$ cat src/design/bsr_pkg.sv
`default_nettype none

package bsr_pkg;

    // field widths
    localparam int PCT_W    = 7;
    localparam int MIN_W    = 11;
    localparam int HOUR_W   = 5;
    localparam int MOH_W    = 6;
    localparam int REQ_W    = 8;
    localparam int DUTY_W   = 8;
    localparam int CFG_IDX_W = 3;
    localparam int CFG_DAT_W = 11;

    // input beat layout
    localparam int S_TDATA_W = 24;
    localparam int S_TUSER_W = 2;
    localparam int M_TDATA_W = 16;

    // percent and schedule constants
    localparam logic [PCT_W-1:0]  MAX_PCT       = 7'd100;
    localparam logic [MIN_W-1:0]  MIN_PER_HOUR  = 11'd60;
    localparam logic [PCT_W-1:0]  STEP_TH_BIG   = 7'd20;
    localparam logic [PCT_W-1:0]  STEP_TH_MID   = 7'd10;
    localparam logic [PCT_W-1:0]  STEP_TH_SMALL = 7'd3;
    localparam logic [2:0]        STEP_BIG      = 3'd5;
    localparam logic [2:0]        STEP_MID      = 3'd3;
    localparam logic [2:0]        STEP_SMALL    = 3'd2;
    localparam logic [2:0]        STEP_MIN      = 3'd1;

    // duty = pct*255/100 as pct * (255*ceil(2^19/100)) >> 19, exact for pct <= 100
    localparam int               DUTY_SHIFT = 19;
    localparam int               DUTY_MUL_W = 21;
    localparam logic [DUTY_MUL_W-1:0] DUTY_MUL = 21'd1336965;

    // shared divider
    localparam int DIV_N_W   = 18;
    localparam int DIV_D_W   = 11;
    localparam int DIV_CNT_W = $clog2(DIV_N_W + 1);

    // reset values of the registers
    localparam logic [PCT_W-1:0] RST_DIM        = 7'd0;
    localparam logic [PCT_W-1:0] RST_BRIGHT     = 7'd100;
    localparam logic [MIN_W-1:0] RST_DAWN_START = 11'd360;
    localparam logic [MIN_W-1:0] RST_DAWN_END   = 11'd420;
    localparam logic [MIN_W-1:0] RST_DUSK_START = 11'd1200;
    localparam logic [MIN_W-1:0] RST_DUSK_END   = 11'd1260;
    localparam logic [PCT_W-1:0] RST_LEVEL      = 7'd100;

    typedef enum logic [CFG_IDX_W-1:0] {
        CFG_DIM        = 3'd0,
        CFG_BRIGHT     = 3'd1,
        CFG_DAWN_START = 3'd2,
        CFG_DAWN_END   = 3'd3,
        CFG_DUSK_START = 3'd4,
        CFG_DUSK_END   = 3'd5,
        CFG_INVERT     = 3'd6
    } cfg_idx_t;

    typedef enum logic [1:0] {
        RG_FLAT = 2'd0,
        RG_UP   = 2'd1,
        RG_DOWN = 2'd2
    } region_t;

    typedef enum logic [3:0] {
        ST_IDLE,
        ST_SELECT,
        ST_DIV_START,
        ST_DIV_WAIT,
        ST_TARGET,
        ST_STEP,
        ST_APPLY,
        ST_DUTY,
        ST_OUT
    } state_t;

    typedef struct packed {
        logic capture;
        logic select;
        logic div_start;
        logic target;
        logic step;
        logic apply;
        logic duty;
        logic load_out;
    } ctrl_cmd_t;

    typedef struct packed {
        logic need_div;
        logic div_busy;
    } dp_status_t;

endpackage

`default_nettype wire

$ cat src/design/backlight_schedule_ramp.sv
// per input beat: an invalid tick goes to duty and output load, a manual set through apply
//   first, a tick outside a ramp through region select, target and step first; a tick
//   inside a dawn or dusk ramp also runs the 18-step restoring divider that scales the
//   ramp span, before target; a new beat is taken only after the result is loaded out
// reset: synchronous active-low aresetn restores all registers to their defaults and the
//   level to 100 percent; no clearing pass, inputs are taken on the first cycle after reset
`default_nettype none

module backlight_schedule_ramp (
    input  wire logic                          aclk,
    input  wire logic                          aresetn,
    // input channel
    input  wire logic                          s_tvalid,
    output logic                               s_tready,
    // [4:0] hour_of_day, [10:5] minute_of_hour, [18:11] requested_level, [23:19] zero
    input  wire logic [bsr_pkg::S_TDATA_W-1:0] s_tdata,
    // [0] op, [1] time_valid
    input  wire logic [bsr_pkg::S_TUSER_W-1:0] s_tuser,
    // result channel
    output logic                               m_tvalid,
    input  wire logic                          m_tready,
    // [6:0] level, [14:7] duty, [15] duty_written
    output logic [bsr_pkg::M_TDATA_W-1:0]      m_tdata,
    // register write channel
    input  wire logic                          cfg_valid,
    output logic                               cfg_ready,
    input  wire logic [bsr_pkg::CFG_IDX_W-1:0] cfg_index,
    input  wire logic [bsr_pkg::CFG_DAT_W-1:0] cfg_data
);
    import bsr_pkg::*;

    ctrl_cmd_t  cmd;
    dp_status_t sts;

    // controller: sequences one beat at a time through region select,
    // ramp divide, target, step or manual apply, duty and output load
    bsr_ctrl u_ctrl (
        .aclk         (aclk),
        .aresetn      (aresetn),
        .s_tvalid     (s_tvalid),
        .s_tready     (s_tready),
        .s_op         (s_tuser[0]),
        .s_time_valid (s_tuser[1]),
        .m_tvalid     (m_tvalid),
        .m_tready     (m_tready),
        .cmd          (cmd),
        .sts          (sts)
    );

    // datapath: registers, level state, ramp divider, duty scaling and
    // the output register that holds a result while the next beat is taken
    bsr_datapath u_dp (
        .aclk      (aclk),
        .aresetn   (aresetn),
        .cmd       (cmd),
        .sts       (sts),
        .s_tdata   (s_tdata),
        .m_tdata   (m_tdata),
        .cfg_valid (cfg_valid),
        .cfg_ready (cfg_ready),
        .cfg_index (cfg_index),
        .cfg_data  (cfg_data)
    );

endmodule

`default_nettype wire

$ cat src/design/bsr_div.sv
`default_nettype none

module bsr_div (
    input  wire logic                        aclk,
    input  wire logic                        aresetn,
    input  wire logic                        start,
    input  wire logic [bsr_pkg::DIV_N_W-1:0] dividend,
    input  wire logic [bsr_pkg::DIV_D_W-1:0] divisor,
    output logic                             busy,
    output logic [bsr_pkg::DIV_N_W-1:0]      quotient
);
    import bsr_pkg::*;

    logic [DIV_D_W-1:0]   rem_reg, rem_next;
    logic [DIV_N_W-1:0]   quo_reg, quo_next;
    logic [DIV_D_W-1:0]   den_reg;
    logic [DIV_CNT_W-1:0] cnt_reg, cnt_next;
    logic [DIV_D_W:0]     shifted;
    logic                 ge;

    // restoring division, one quotient bit per cycle
    always_comb begin
        shifted  = {rem_reg, quo_reg[DIV_N_W-1]};
        ge       = shifted >= {1'b0, den_reg};
        rem_next = ge ? DIV_D_W'(shifted - {1'b0, den_reg}) : shifted[DIV_D_W-1:0];
        quo_next = {quo_reg[DIV_N_W-2:0], ge};
        cnt_next = cnt_reg - DIV_CNT_W'(1);
    end

    always_ff @(posedge aclk) begin
        if (!aresetn) begin
            cnt_reg <= '0;
        end else if (start) begin
            cnt_reg <= DIV_CNT_W'(DIV_N_W);
        end else if (cnt_reg != '0) begin
            cnt_reg <= cnt_next;
        end
    end

    always_ff @(posedge aclk) begin
        if (start) begin
            rem_reg <= '0;
            quo_reg <= dividend;
            den_reg <= divisor;
        end else if (cnt_reg != '0) begin
            rem_reg <= rem_next;
            quo_reg <= quo_next;
        end
    end

    assign busy     = cnt_reg != '0;
    assign quotient = quo_reg;

endmodule

`default_nettype wire

$ cat src/design/bsr_datapath.sv
`default_nettype none

module bsr_datapath (
    input  wire logic                          aclk,
    input  wire logic                          aresetn,
    input  wire bsr_pkg::ctrl_cmd_t            cmd,
    output bsr_pkg::dp_status_t                sts,
    input  wire logic [bsr_pkg::S_TDATA_W-1:0] s_tdata,
    output logic [bsr_pkg::M_TDATA_W-1:0]      m_tdata,
    input  wire logic                          cfg_valid,
    output logic                               cfg_ready,
    input  wire logic [bsr_pkg::CFG_IDX_W-1:0] cfg_index,
    input  wire logic [bsr_pkg::CFG_DAT_W-1:0] cfg_data
);
    import bsr_pkg::*;

    // configuration
    logic [PCT_W-1:0] dim_reg, bright_reg;
    logic [MIN_W-1:0] dawn_start_reg, dawn_end_reg, dusk_start_reg, dusk_end_reg;
    logic             invert_reg;

    // item state
    logic [PCT_W-1:0] level_reg;
    logic             written_reg;
    logic [MIN_W-1:0] t_reg;
    logic [REQ_W-1:0] req_reg;
    region_t          region_reg, region_next;
    logic [MIN_W-1:0] off_reg, off_next, len_reg, len_next;
    logic [PCT_W-1:0] span_abs_reg, span_abs_next, flat_reg, flat_next;
    logic             span_neg_reg;
    logic [PCT_W-1:0] tgt_reg;
    logic [DUTY_W-1:0] duty_reg;

    logic [PCT_W-1:0]  out_level_reg;
    logic [DUTY_W-1:0] out_duty_reg;
    logic              out_written_reg;

    // input fields
    logic [HOUR_W-1:0] in_hour;
    logic [MOH_W-1:0]  in_minute;
    logic [REQ_W-1:0]  in_req;
    logic [MIN_W-1:0]  t_next;

    logic             in_dawn, in_day, in_dusk;
    logic signed [PCT_W:0] span;

    logic                  div_busy;
    logic [DIV_N_W-1:0]    div_quo;
    logic [DIV_N_W-1:0]    div_num;
    logic signed [PCT_W+1:0] sq, tgt9;
    logic [PCT_W-1:0]      base;

    logic [PCT_W-1:0]      delta;
    logic [2:0]            step_sz;
    logic [PCT_W:0]        next_lvl;
    logic [PCT_W-1:0]      next_clamped, req_clamped;
    logic [PCT_W+DUTY_MUL_W-1:0] duty_prod;
    logic [DUTY_W-1:0]     duty_raw;

    assign in_hour   = s_tdata[HOUR_W-1:0];
    assign in_minute = s_tdata[HOUR_W +: MOH_W];
    assign in_req    = s_tdata[HOUR_W+MOH_W +: REQ_W];
    assign t_next    = MIN_W'(in_hour) * MIN_PER_HOUR + MIN_W'(in_minute);

    // configuration writes, unknown index ignored
    assign cfg_ready = 1'b1;

    always_ff @(posedge aclk) begin
        if (!aresetn) begin
            dim_reg        <= RST_DIM;
            bright_reg     <= RST_BRIGHT;
            dawn_start_reg <= RST_DAWN_START;
            dawn_end_reg   <= RST_DAWN_END;
            dusk_start_reg <= RST_DUSK_START;
            dusk_end_reg   <= RST_DUSK_END;
            invert_reg     <= 1'b0;
        end else if (cfg_valid) begin
            case (cfg_idx_t'(cfg_index))
                CFG_DIM:        dim_reg        <= cfg_data[PCT_W-1:0];
                CFG_BRIGHT:     bright_reg     <= cfg_data[PCT_W-1:0];
                CFG_DAWN_START: dawn_start_reg <= cfg_data;
                CFG_DAWN_END:   dawn_end_reg   <= cfg_data;
                CFG_DUSK_START: dusk_start_reg <= cfg_data;
                CFG_DUSK_END:   dusk_end_reg   <= cfg_data;
                CFG_INVERT:     invert_reg     <= cfg_data[0];
                default: ;
            endcase
        end
    end

    // schedule region for the captured minute
    always_comb begin
        in_dawn = (t_reg >= dawn_start_reg) && (t_reg < dawn_end_reg)
                  && (dawn_end_reg > dawn_start_reg);
        in_day  = (t_reg >= dawn_end_reg) && (t_reg < dusk_start_reg);
        in_dusk = (t_reg >= dusk_start_reg) && (t_reg < dusk_end_reg)
                  && (dusk_end_reg > dusk_start_reg);
        span    = $signed({1'b0, bright_reg}) - $signed({1'b0, dim_reg});
        span_abs_next = span[PCT_W] ? PCT_W'(-span) : span[PCT_W-1:0];
        region_next = RG_FLAT;
        off_next    = t_reg - dawn_start_reg;
        len_next    = dawn_end_reg - dawn_start_reg;
        flat_next   = dim_reg;
        if (in_dawn) begin
            region_next = RG_UP;
        end else if (in_day) begin
            flat_next = bright_reg;
        end else if (in_dusk) begin
            region_next = RG_DOWN;
            off_next    = t_reg - dusk_start_reg;
            len_next    = dusk_end_reg - dusk_start_reg;
        end
    end

    assign sts.need_div = in_dawn || (!in_day && in_dusk);
    assign sts.div_busy = div_busy;

    assign div_num = DIV_N_W'(span_abs_reg) * DIV_N_W'(off_reg);

    bsr_div u_div (
        .aclk     (aclk),
        .aresetn  (aresetn),
        .start    (cmd.div_start),
        .dividend (div_num),
        .divisor  (len_reg),
        .busy     (div_busy),
        .quotient (div_quo)
    );

    // ramp target from the truncated quotient
    always_comb begin
        sq   = span_neg_reg ? -$signed({2'b00, div_quo[PCT_W-1:0]})
                            :  $signed({2'b00, div_quo[PCT_W-1:0]});
        base = (region_reg == RG_UP) ? dim_reg : bright_reg;
        tgt9 = (region_reg == RG_UP) ? $signed({2'b00, base}) + sq
                                     : $signed({2'b00, base}) - sq;
    end

    // adaptive step toward the target
    always_comb begin
        delta = (level_reg > tgt_reg) ? level_reg - tgt_reg : tgt_reg - level_reg;
        if (delta >= STEP_TH_BIG) begin
            step_sz = STEP_BIG;
        end else if (delta >= STEP_TH_MID) begin
            step_sz = STEP_MID;
        end else if (delta >= STEP_TH_SMALL) begin
            step_sz = STEP_SMALL;
        end else begin
            step_sz = STEP_MIN;
        end
        if (PCT_W'(step_sz) > delta) begin
            step_sz = delta[2:0];
        end
        next_lvl = (level_reg < tgt_reg) ? {1'b0, level_reg} + (PCT_W+1)'(step_sz)
                                         : {1'b0, level_reg} - (PCT_W+1)'(step_sz);
        next_clamped = (next_lvl > (PCT_W+1)'(MAX_PCT)) ? MAX_PCT : next_lvl[PCT_W-1:0];
        req_clamped  = (req_reg > REQ_W'(MAX_PCT)) ? MAX_PCT : req_reg[PCT_W-1:0];
    end

    assign duty_prod = (PCT_W+DUTY_MUL_W)'(level_reg) * (PCT_W+DUTY_MUL_W)'(DUTY_MUL);
    assign duty_raw  = duty_prod[DUTY_SHIFT +: DUTY_W];

    always_ff @(posedge aclk) begin
        if (!aresetn) begin
            level_reg <= RST_LEVEL;
        end else if (cmd.apply) begin
            level_reg <= req_clamped;
        end else if (cmd.step && (tgt_reg != level_reg)) begin
            level_reg <= next_clamped;
        end
    end

    always_ff @(posedge aclk) begin
        if (cmd.capture) begin
            t_reg       <= t_next;
            req_reg     <= in_req;
            written_reg <= 1'b0;
        end
        if (cmd.apply) begin
            written_reg <= 1'b1;
        end
        if (cmd.step) begin
            written_reg <= tgt_reg != level_reg;
        end
        if (cmd.select) begin
            region_reg   <= region_next;
            off_reg      <= off_next;
            len_reg      <= len_next;
            span_abs_reg <= span_abs_next;
            span_neg_reg <= span[PCT_W];
            flat_reg     <= flat_next;
        end
        if (cmd.target) begin
            tgt_reg <= (region_reg == RG_FLAT) ? flat_reg : tgt9[PCT_W-1:0];
        end
        if (cmd.duty) begin
            duty_reg <= invert_reg ? ~duty_raw : duty_raw;
        end
        if (cmd.load_out) begin
            out_level_reg   <= level_reg;
            out_duty_reg    <= duty_reg;
            out_written_reg <= written_reg;
        end
    end

    assign m_tdata = {out_written_reg, out_duty_reg, out_level_reg};

    a_level_range: assert property (@(posedge aclk) disable iff (!aresetn)
        level_reg <= MAX_PCT)
        else $error("level above full scale");

    a_div_idle_on_start: assert property (@(posedge aclk) disable iff (!aresetn)
        cmd.div_start |-> !div_busy)
        else $error("divider restarted while busy");

    a_ramp_quotient: assert property (@(posedge aclk) disable iff (!aresetn)
        (cmd.target && region_reg != RG_FLAT) |-> (div_quo[DIV_N_W-1:PCT_W] == '0))
        else $error("ramp quotient exceeds span");

endmodule

`default_nettype wire

$ cat src/design/bsr_ctrl.sv
`default_nettype none

module bsr_ctrl (
    input  wire logic                aclk,
    input  wire logic                aresetn,
    input  wire logic                s_tvalid,
    output logic                     s_tready,
    input  wire logic                s_op,
    input  wire logic                s_time_valid,
    output logic                     m_tvalid,
    input  wire logic                m_tready,
    output bsr_pkg::ctrl_cmd_t       cmd,
    input  wire bsr_pkg::dp_status_t sts
);
    import bsr_pkg::*;

    state_t state_reg, state_next;
    logic   m_tvalid_reg, m_tvalid_next;

    always_ff @(posedge aclk) begin
        if (!aresetn) begin
            state_reg    <= ST_IDLE;
            m_tvalid_reg <= 1'b0;
        end else begin
            state_reg    <= state_next;
            m_tvalid_reg <= m_tvalid_next;
        end
    end

    always_comb begin
        state_next    = state_reg;
        cmd           = '0;
        s_tready      = 1'b0;
        m_tvalid_next = m_tvalid_reg && !m_tready;
        case (state_reg)
            ST_IDLE: begin
                s_tready = 1'b1;
                if (s_tvalid) begin
                    cmd.capture = 1'b1;
                    if (s_op) begin
                        state_next = ST_APPLY;
                    end else if (s_time_valid) begin
                        state_next = ST_SELECT;
                    end else begin
                        state_next = ST_DUTY;
                    end
                end
            end
            ST_SELECT: begin
                cmd.select = 1'b1;
                state_next = sts.need_div ? ST_DIV_START : ST_TARGET;
            end
            ST_DIV_START: begin
                cmd.div_start = 1'b1;
                state_next    = ST_DIV_WAIT;
            end
            ST_DIV_WAIT: begin
                if (!sts.div_busy) begin
                    state_next = ST_TARGET;
                end
            end
            ST_TARGET: begin
                cmd.target = 1'b1;
                state_next = ST_STEP;
            end
            ST_STEP: begin
                cmd.step   = 1'b1;
                state_next = ST_DUTY;
            end
            ST_APPLY: begin
                cmd.apply  = 1'b1;
                state_next = ST_DUTY;
            end
            ST_DUTY: begin
                cmd.duty   = 1'b1;
                state_next = ST_OUT;
            end
            ST_OUT: begin
                if (!m_tvalid_reg || m_tready) begin
                    cmd.load_out  = 1'b1;
                    m_tvalid_next = 1'b1;
                    state_next    = ST_IDLE;
                end
            end
            default: begin
                state_next = ST_IDLE;
            end
        endcase
    end

    assign m_tvalid = m_tvalid_reg;

    a_no_overwrite: assert property (@(posedge aclk) disable iff (!aresetn)
        cmd.load_out |-> (!m_tvalid_reg || m_tready))
        else $error("result overwritten before it was taken");

    a_one_in_flight: assert property (@(posedge aclk) disable iff (!aresetn)
        (s_tvalid && s_tready) |=> !s_tready)
        else $error("second beat accepted while an item is in work");

    a_load_then_valid: assert property (@(posedge aclk) disable iff (!aresetn)
        cmd.load_out |=> m_tvalid_reg)
        else $error("loaded result not presented");

endmodule

`default_nettype wire

$ cat config.mk
export PLATFORM = sky130hd
export DESIGN_NAME = backlight_schedule_ramp
export DESIGN_NICKNAME = d
export VERILOG_FILES = /design/src/design/bsr_pkg.sv /design/src/design/backlight_schedule_ramp.sv /design/src/design/bsr_div.sv /design/src/design/bsr_datapath.sv /design/src/design/bsr_ctrl.sv
export SDC_FILE = /design/constraint.sdc
export NUM_CORES = 1
export LEC_CHECK = 0
export ABC_AREA = 1
export BUFFER_PORTS_ARGS = -buffer_cell sky130_fd_sc_hd__buf_2
export CAP_MARGIN = 20
export CORE_MARGIN = 2
export CORE_UTILIZATION = 65
export CTS_BUF_LIST = sky130_fd_sc_hd__clkbuf_8
export DETAILED_ROUTE_END_ITERATION = 8
export GPL_TIMING_DRIVEN = 0
export PLACE_DENSITY = 0.83
export SLEW_MARGIN = 20
export SYNTH_ARGS = -nofsm -noshare
export SYNTH_HDL_FRONTEND = slang
export SYNTH_SLANG_ARGS = --single-unit
$ cat constraint.sdc
create_clock -name aclk -period 6.6 [get_ports aclk]
set_input_delay 0.33 -clock aclk [delete_from_list [all_inputs] [get_ports aclk]]
set_output_delay 0.33 -clock aclk [all_outputs]
set_load 0.005 [all_outputs]
* Yosys cells after proc, flatten, opt, wreduce, memory -nomap -nowiden
Cells that the tools add are included.
** Storage, ports and cells
- Bits in registers :: 206
- Logic and storage cells :: 172
- Input bits :: 45
- Output and inout port bits :: 19
** Operators by class
- Equal/unequal tests :: 19
- Add/subtract/negate cells :: 16
- Multipliers :: 3
- Order comparisons :: 17
- Bitwise operators :: 2
- Reduce and logical (&&, ||, !) cells :: 31
- Muxes and demuxes :: 54
** Operator list (number)
- 2-to-1 mux 7 bit :: 12
- 2-to-1 mux 11 bit :: 7
- subtractor 11 bit :: 5
- 2-to-1 mux 18 bit :: 2
- greater-or-equal comparator 11 bit :: 3
- less-than comparator 11 bit :: 3
- one-hot mux 4 bit (8 select lines) :: 1
- multiplier 7 x 21 -> 27 bit (second input constant) :: 1
- greater-than comparator 11 bit :: 2
- subtractor 7 bit :: 3
- multiplier 7 x 11 -> 18 bit :: 1
- 2-to-1 mux 3 bit :: 6
- 2-to-1 mux 1 bit :: 17
- equality test 4 x 3 -> 1 bit (second input constant) :: 4
- greater-than comparator 8 x 7 -> 1 bit (second input constant) :: 2
- 2-to-1 mux 8 bit :: 2
- negator 7 bit :: 2
- AND reduction 2 bit :: 7
- greater-or-equal comparator 12 x 11 -> 1 bit :: 1
- 2-to-1 mux 4 bit :: 3
- adder 11 x 6 -> 11 bit :: 1
- 2-to-1 mux 5 bit :: 2
- equality test 3 bit (second input constant) :: 3
- multiplier 5 x 4 -> 9 bit (second input constant) :: 1
- 34 further kinds :: 51

* Logic depth before layout (Yosys ltp)
- Word-level depth :: 14
- Mapped depth :: 42
- Depth with buffers taken out :: 42

* By module
Synthesis repeated with hierarchy kept, for this count alone.
** Unflattened totals
- Cells, all modules :: 2149
- Area total of the unflattened synthesis :: 17525.6 µm²
** By module, submodules not included
- bsr_datapath :: sequential area each 4023.9 µm², cells an instance 1755, area each 14587.7 µm², instances 1
- bsr_div :: sequential area each 1191.1 µm², cells an instance 333, area each 2566.2 µm², instances 1
- bsr_ctrl :: sequential area each 100.1 µm², cells an instance 61, area each 371.6 µm², instances 1

* Worst setup path before layout
No wires, ideal clock.
- Kind :: reg-to-reg
- From :: reg u_dp.level_reg[0]
- To :: reg u_dp.level_reg[5]
- Path buffers :: 0
- Slack :: 1409 ps
- Stages on the path, launching flop included :: 41
- Clock period less this slack :: 5191 ps
- Library setup time :: 112 ps
- Required time :: 6488 ps
- Arrival :: 5079 ps
- Cell sequence :: dfxtp_1 inv_1 ha_1 fa_1 inv_1 nand2_1 nand2_1 nand3_1 nand3_1 nand2_1 nand2_1 nand2_1 nor2_4 nand3_1 nor3b_1 ha_1 nand4_1 nand2_1 (+5 left out) nor2_1 ha_1 o21ai_0 ha_1 a21oi_1 nand2_1 a21oi_1 inv_1 a21oi_1 nor2_1 nor2_1 inv_1 a21oi_1 inv_1 nand3_2 nand4_1 nand2_1 nand2_1
** Between the ends
- Word-level cells in the longest chain between the ends :: 14
- Elaborated cells on any way between the ends :: 23
- Those cells by class :: add/sub: 4; order compare: 7; eq/ne: 1; mux: 9; reduce/logical: 2
** RTL lines
- start: declaration :: RTL line bsr_datapath.sv:23 : logic [PCT_W-1:0] level_reg;
- start signal: assignment :: RTL line bsr_datapath.sv:167 : level_reg <= req_clamped;
- start signal: assignment :: RTL line bsr_datapath.sv:169 : level_reg <= next_clamped;
- subtractor 7 bit / greater-than comparator 7 bit (equally long branches) :: RTL line bsr_datapath.sv:141 : delta = (level_reg > tgt_reg) ? level_reg - tgt_reg : tgt_reg - level_reg;
- 2-to-1 mux 7 bit :: RTL line bsr_datapath.sv:141
- greater-or-equal comparator 7 x 2 -> 1 bit :: RTL line bsr_datapath.sv:146 : end else if (delta >= STEP_TH_SMALL) begin
- 2-to-1 mux 2 bit :: RTL line bsr_datapath.sv:146
- 2-to-1 mux 3 bit :: RTL line bsr_datapath.sv:144 : end else if (delta >= STEP_TH_MID) begin
- 2-to-1 mux 3 bit :: RTL line bsr_datapath.sv:142 : if (delta >= STEP_TH_BIG) begin
- greater-than comparator 3 x 7 -> 1 bit :: RTL line bsr_datapath.sv:151 : if (PCT_W'(step_sz) > delta) begin
- 2-to-1 mux 3 bit :: RTL line bsr_datapath.sv:151
- subtractor 7 x 3 -> 8 bit / adder 7 x 3 -> 8 bit (equally long branches) :: RTL line bsr_datapath.sv:155, bsr_datapath.sv:154
- 2-to-1 mux 8 bit :: RTL line bsr_datapath.sv:154 : next_lvl = (level_reg < tgt_reg) ? {1'b0, level_reg} + (PCT_W+1)'(step_sz)
- greater-than comparator 8 x 7 -> 1 bit :: RTL line bsr_datapath.sv:156 : next_clamped = (next_lvl > (PCT_W+1)'(MAX_PCT)) ? MAX_PCT : next_lvl[PCT_W-1:0];
- 2-to-1 mux 7 bit :: RTL line bsr_datapath.sv:156
- 2-to-1 mux 7 bit :: RTL line bsr_datapath.sv:168 : end else if (cmd.step && (tgt_reg != level_reg)) begin
- 2-to-1 mux 7 bit :: RTL line bsr_datapath.sv:166 : end else if (cmd.apply) begin
Parallel ways exist; a longest one is shown, timed or not. The select of a mux whose other input is x is not followed.
A chain may end at the register's enable or synchronous reset.

* Final worst setup path
- From :: reg u_dp.level_reg[0]
- To :: reg u_dp.level_reg[6]
The elaborated chain is that of the path after synthesis.

==> flow_metrics.env <==
export IMPL_tritoncts="yes"
export IMPL_worstPathArrival_ns=6.31
export IMPL_final_period_minus_worst_setup_slack_ns=5.87
export IMPL_cts_sinks=206
export IMPL_async_reset_ff_share_pct=0
export IMPL_hold_class="in2reg"
export IMPL_worstHoldStart="s_tdata[7]"
export IMPL_r2r_start="u_dp.level_reg[0]"
export IMPL_hold_viol=0
export IMPL_yosys_warnings=0
export IMPL_mostFrequentLayoutCell="inv_1"
export IMPL_fin_setup_tns_ns=0
export IMPL_portBuffers=57
export IMPL_busiest_layer="met2"
export IMPL_met2_usage_pct=54.2
export IMPL_syn_cell_area_um2=16800
export IMPL_slew_headroom_pct=33.1
export IMPL_worst_pin_slew_ns=1.00
export IMPL_area_growth_pct=9.90
export IMPL_cts_buffer_depth=3
export IMPL_ys_flop_type="edfxtp_1"
export IMPL_final_cell_mix="inv_1, nand2_1, ha_1"
export IMPL_use_met1_pct=40.4
export IMPL_cp_start_kind="flip-flop"
export IMPL_grt_max_degree=29
export IMPL_synth_cell_types=51
export IMPL_rsz0062_at_grt="false"
export IMPL_fin_util_pct=73.1
export IMPL_finalClockSkew_ns=0.0288
export IMPL_grt_pass1_vias=14000
export IMPL_layout_cells_non_filler=2474
export IMPL_io_pins=64
export IMPL_use_met3_pct=4.52
export IMPL_h_tree_depth=2
export IMPL_synth_seq_cells=206
export IMPL_whs_path_depth=2
export IMPL_vias=14200
export IMPL_fmax_ghz=0.170
export IMPL_r2r_slack_ns=0.73
export IMPL_fill_cells=1820
export IMPL_dpl_instance_area_um2=17600
export IMPL_worst_path_max_fanout=9
export IMPL_maxCapViolations=0
export IMPL_synth_area_per_cell_um2=8.39
export IMPL_first_pass_iters=5
export IMPL_largest_reg_flops=18
export IMPL_ff_latch_area_um2=5320
export IMPL_final_nets=2457
export IMPL_row_count=58
export IMPL_status="finished, final reports clean"
export IMPL_dp_hpwl_um=32800
export IMPL_dp_cells=2393
export IMPL_die_w_um=165
export IMPL_place_gp_congestion=0.986
export IMPL_antenna_found_initial=2
export IMPL_synth_edf_count=119
export IMPL_core_area_um2=25300
export IMPL_path_class="reg2reg"
export IMPL_dieArea_um2=27100
export IMPL_drt_iter0_markers=1475
export IMPL_r2r_cells=40
export IMPL_drive_gt1_share_pct=7.42
export IMPL_syn_nets=2347
export IMPL_root_buffer="clkbuf_8"
export IMPL_slowest_delay_ns=0.50
export IMPL_ant_nets=0
export IMPL_vias_per_cell=5.74
export IMPL_path_clk_slew_ns=0.06
export IMPL_multi_input_area_um2=10000
export IMPL_end_kind="flip-flop"
export IMPL_clkLatencyLatePin_ns=0.55
export IMPL_hold_end="u_dp.t_reg[2]"
export IMPL_r2r_end="u_dp.level_reg[6]"
export IMPL_track_usage_pct=31.9
export IMPL_slew_viol_final=0
export IMPL_start_util_pct=66.5
export IMPL_die_h_um=165
export IMPL_worstPathRequired_ns=7.04
export IMPL_drc=0
export IMPL_cp_common_cell="nand2_1"
export IMPL_cts_buffers=38
export IMPL_syn_inst=2003
export IMPL_grt_overflow=0
export IMPL_grt_pass1_wl_um=67700
export IMPL_postLayoutCellArea_um2=18500
export IMPL_setup_viol=0
export IMPL_drt_wirelength_per_cell_um=17.2
export IMPL_crit_slowest_cell="dfxtp_2"
export IMPL_totalWireLength_um=42500
export IMPL_ys_seq_area_share_pct=31.6
export IMPL_period_share_pct=89.0
cell families (layout without fill, tap and decap cells):
group	Yosys count	after routing	share of synthesized area, %
AND/OR/NAND/NOR	600	600	15.1
XOR/XNOR	116	116	6.05
buffers and inverters	396	535	8.94
adder cells (fa/ha/maj)	299	299	25.6
flip-flops	206	206	31.6
AO/OA/AOI/OAI	383	383	12.5
other	1	3	0.0223
multiplexers	2	2	0.119
synthesized netlist by cell type, types with 6 or more instances:
cell type | count | area [um2]
o21bai_1 | 8 | 60.1
or2_2 | 7 | 43.8
o21ai_1 | 13 | 65.1
nand3_1 | 51 | 255
nand2_1 | 362 | 1360
nand2_2 | 12 | 75.1
a221oi_1 | 6 | 52.6
nor3_1 | 17 | 85.1
o21ai_0 | 145 | 726
a31oi_1 | 7 | 43.8
nor2_1 | 109 | 409
edfxtp_1 | 119 | 3570
a211oi_1 | 6 | 45.0
inv_1 | 351 | 1320
ha_1 | 224 | 2800
a21oi_1 | 154 | 771
xor2_1 | 68 | 596
clkbuf_1 | 31 | 116
nand4_1 | 18 | 113
xnor2_1 | 48 | 420
dfxtp_1 | 87 | 1740
fa_1 | 75 | 1500
o211ai_1 | 21 | 158
final cells by class:
class,instances,share of cell area [%]
multi-input combinational,1401,54.2
sequential,206,28.8
inverter,359,7.30
clock buffer,42,3.13
timing repair buffer,70,2.32
tap,330,2.24
clock inverter,27,1.19
buffer,37,0.833
antenna,2,0.0271
per-layer routing:
layer,wire [um],vias to the layer above
met3,2680,148
met5,10,-
met2,20400,536
met1,17400,6690
li1,-,6836
met4,1960,2
timing repair:
item | CTS | global route
hold buffers | 10 | 0
endpoints found under the hold margin | 10 | 0
resized for setup | 0 | 1
setup buffers | 0 | 0
endpoints found under the setup margin | 0 | 7
stage by stage:
stage	worst slack, ns	hold WS, ns
3_3_place_gp	0.648	0.401
2_1_floorplan	1.41	0.400
6_report	0.725	0.0690
5_1_grt	0.0652	0.0863
4_1_cts	0.501	0.0549
3_5_place_dp	0.529	0.406
critical path, delay by kind of cell (launching register included):
| kind | cells | cell delay [ns] |
|---|---|---|
| DFF | 1 | 0.50 |
| AOI/OAI and AO/OA | 5 | 0.91 |
| adders and majority gates | 5 | 1.57 |
| buffers and inverters | 7 | 0.67 |
| and+or+nand+nor | 23 | 2.11 |
worst max-delay path by stage:
stage	from	to	slack, ns	cells after the start
2_1_floorplan	u_dp.level_reg[0]	u_dp.level_reg[5]	1.41	40
3_3_place_gp	u_dp.level_reg[0]	u_dp.level_reg[6]	0.65	40
3_5_place_dp	u_dp.level_reg[0]	u_dp.level_reg[6]	0.53	40
4_1_cts	u_dp.level_reg[0]	u_dp.level_reg[6]	0.50	40
5_1_grt	u_dp.level_reg[0]	u_dp.level_reg[0]	0.07	38
6_report	u_dp.level_reg[0]	u_dp.level_reg[6]	0.73	40
Power is not shown: default switching activity piles up to over one toggle a cycle in this logic, so the estimate is an artifact.
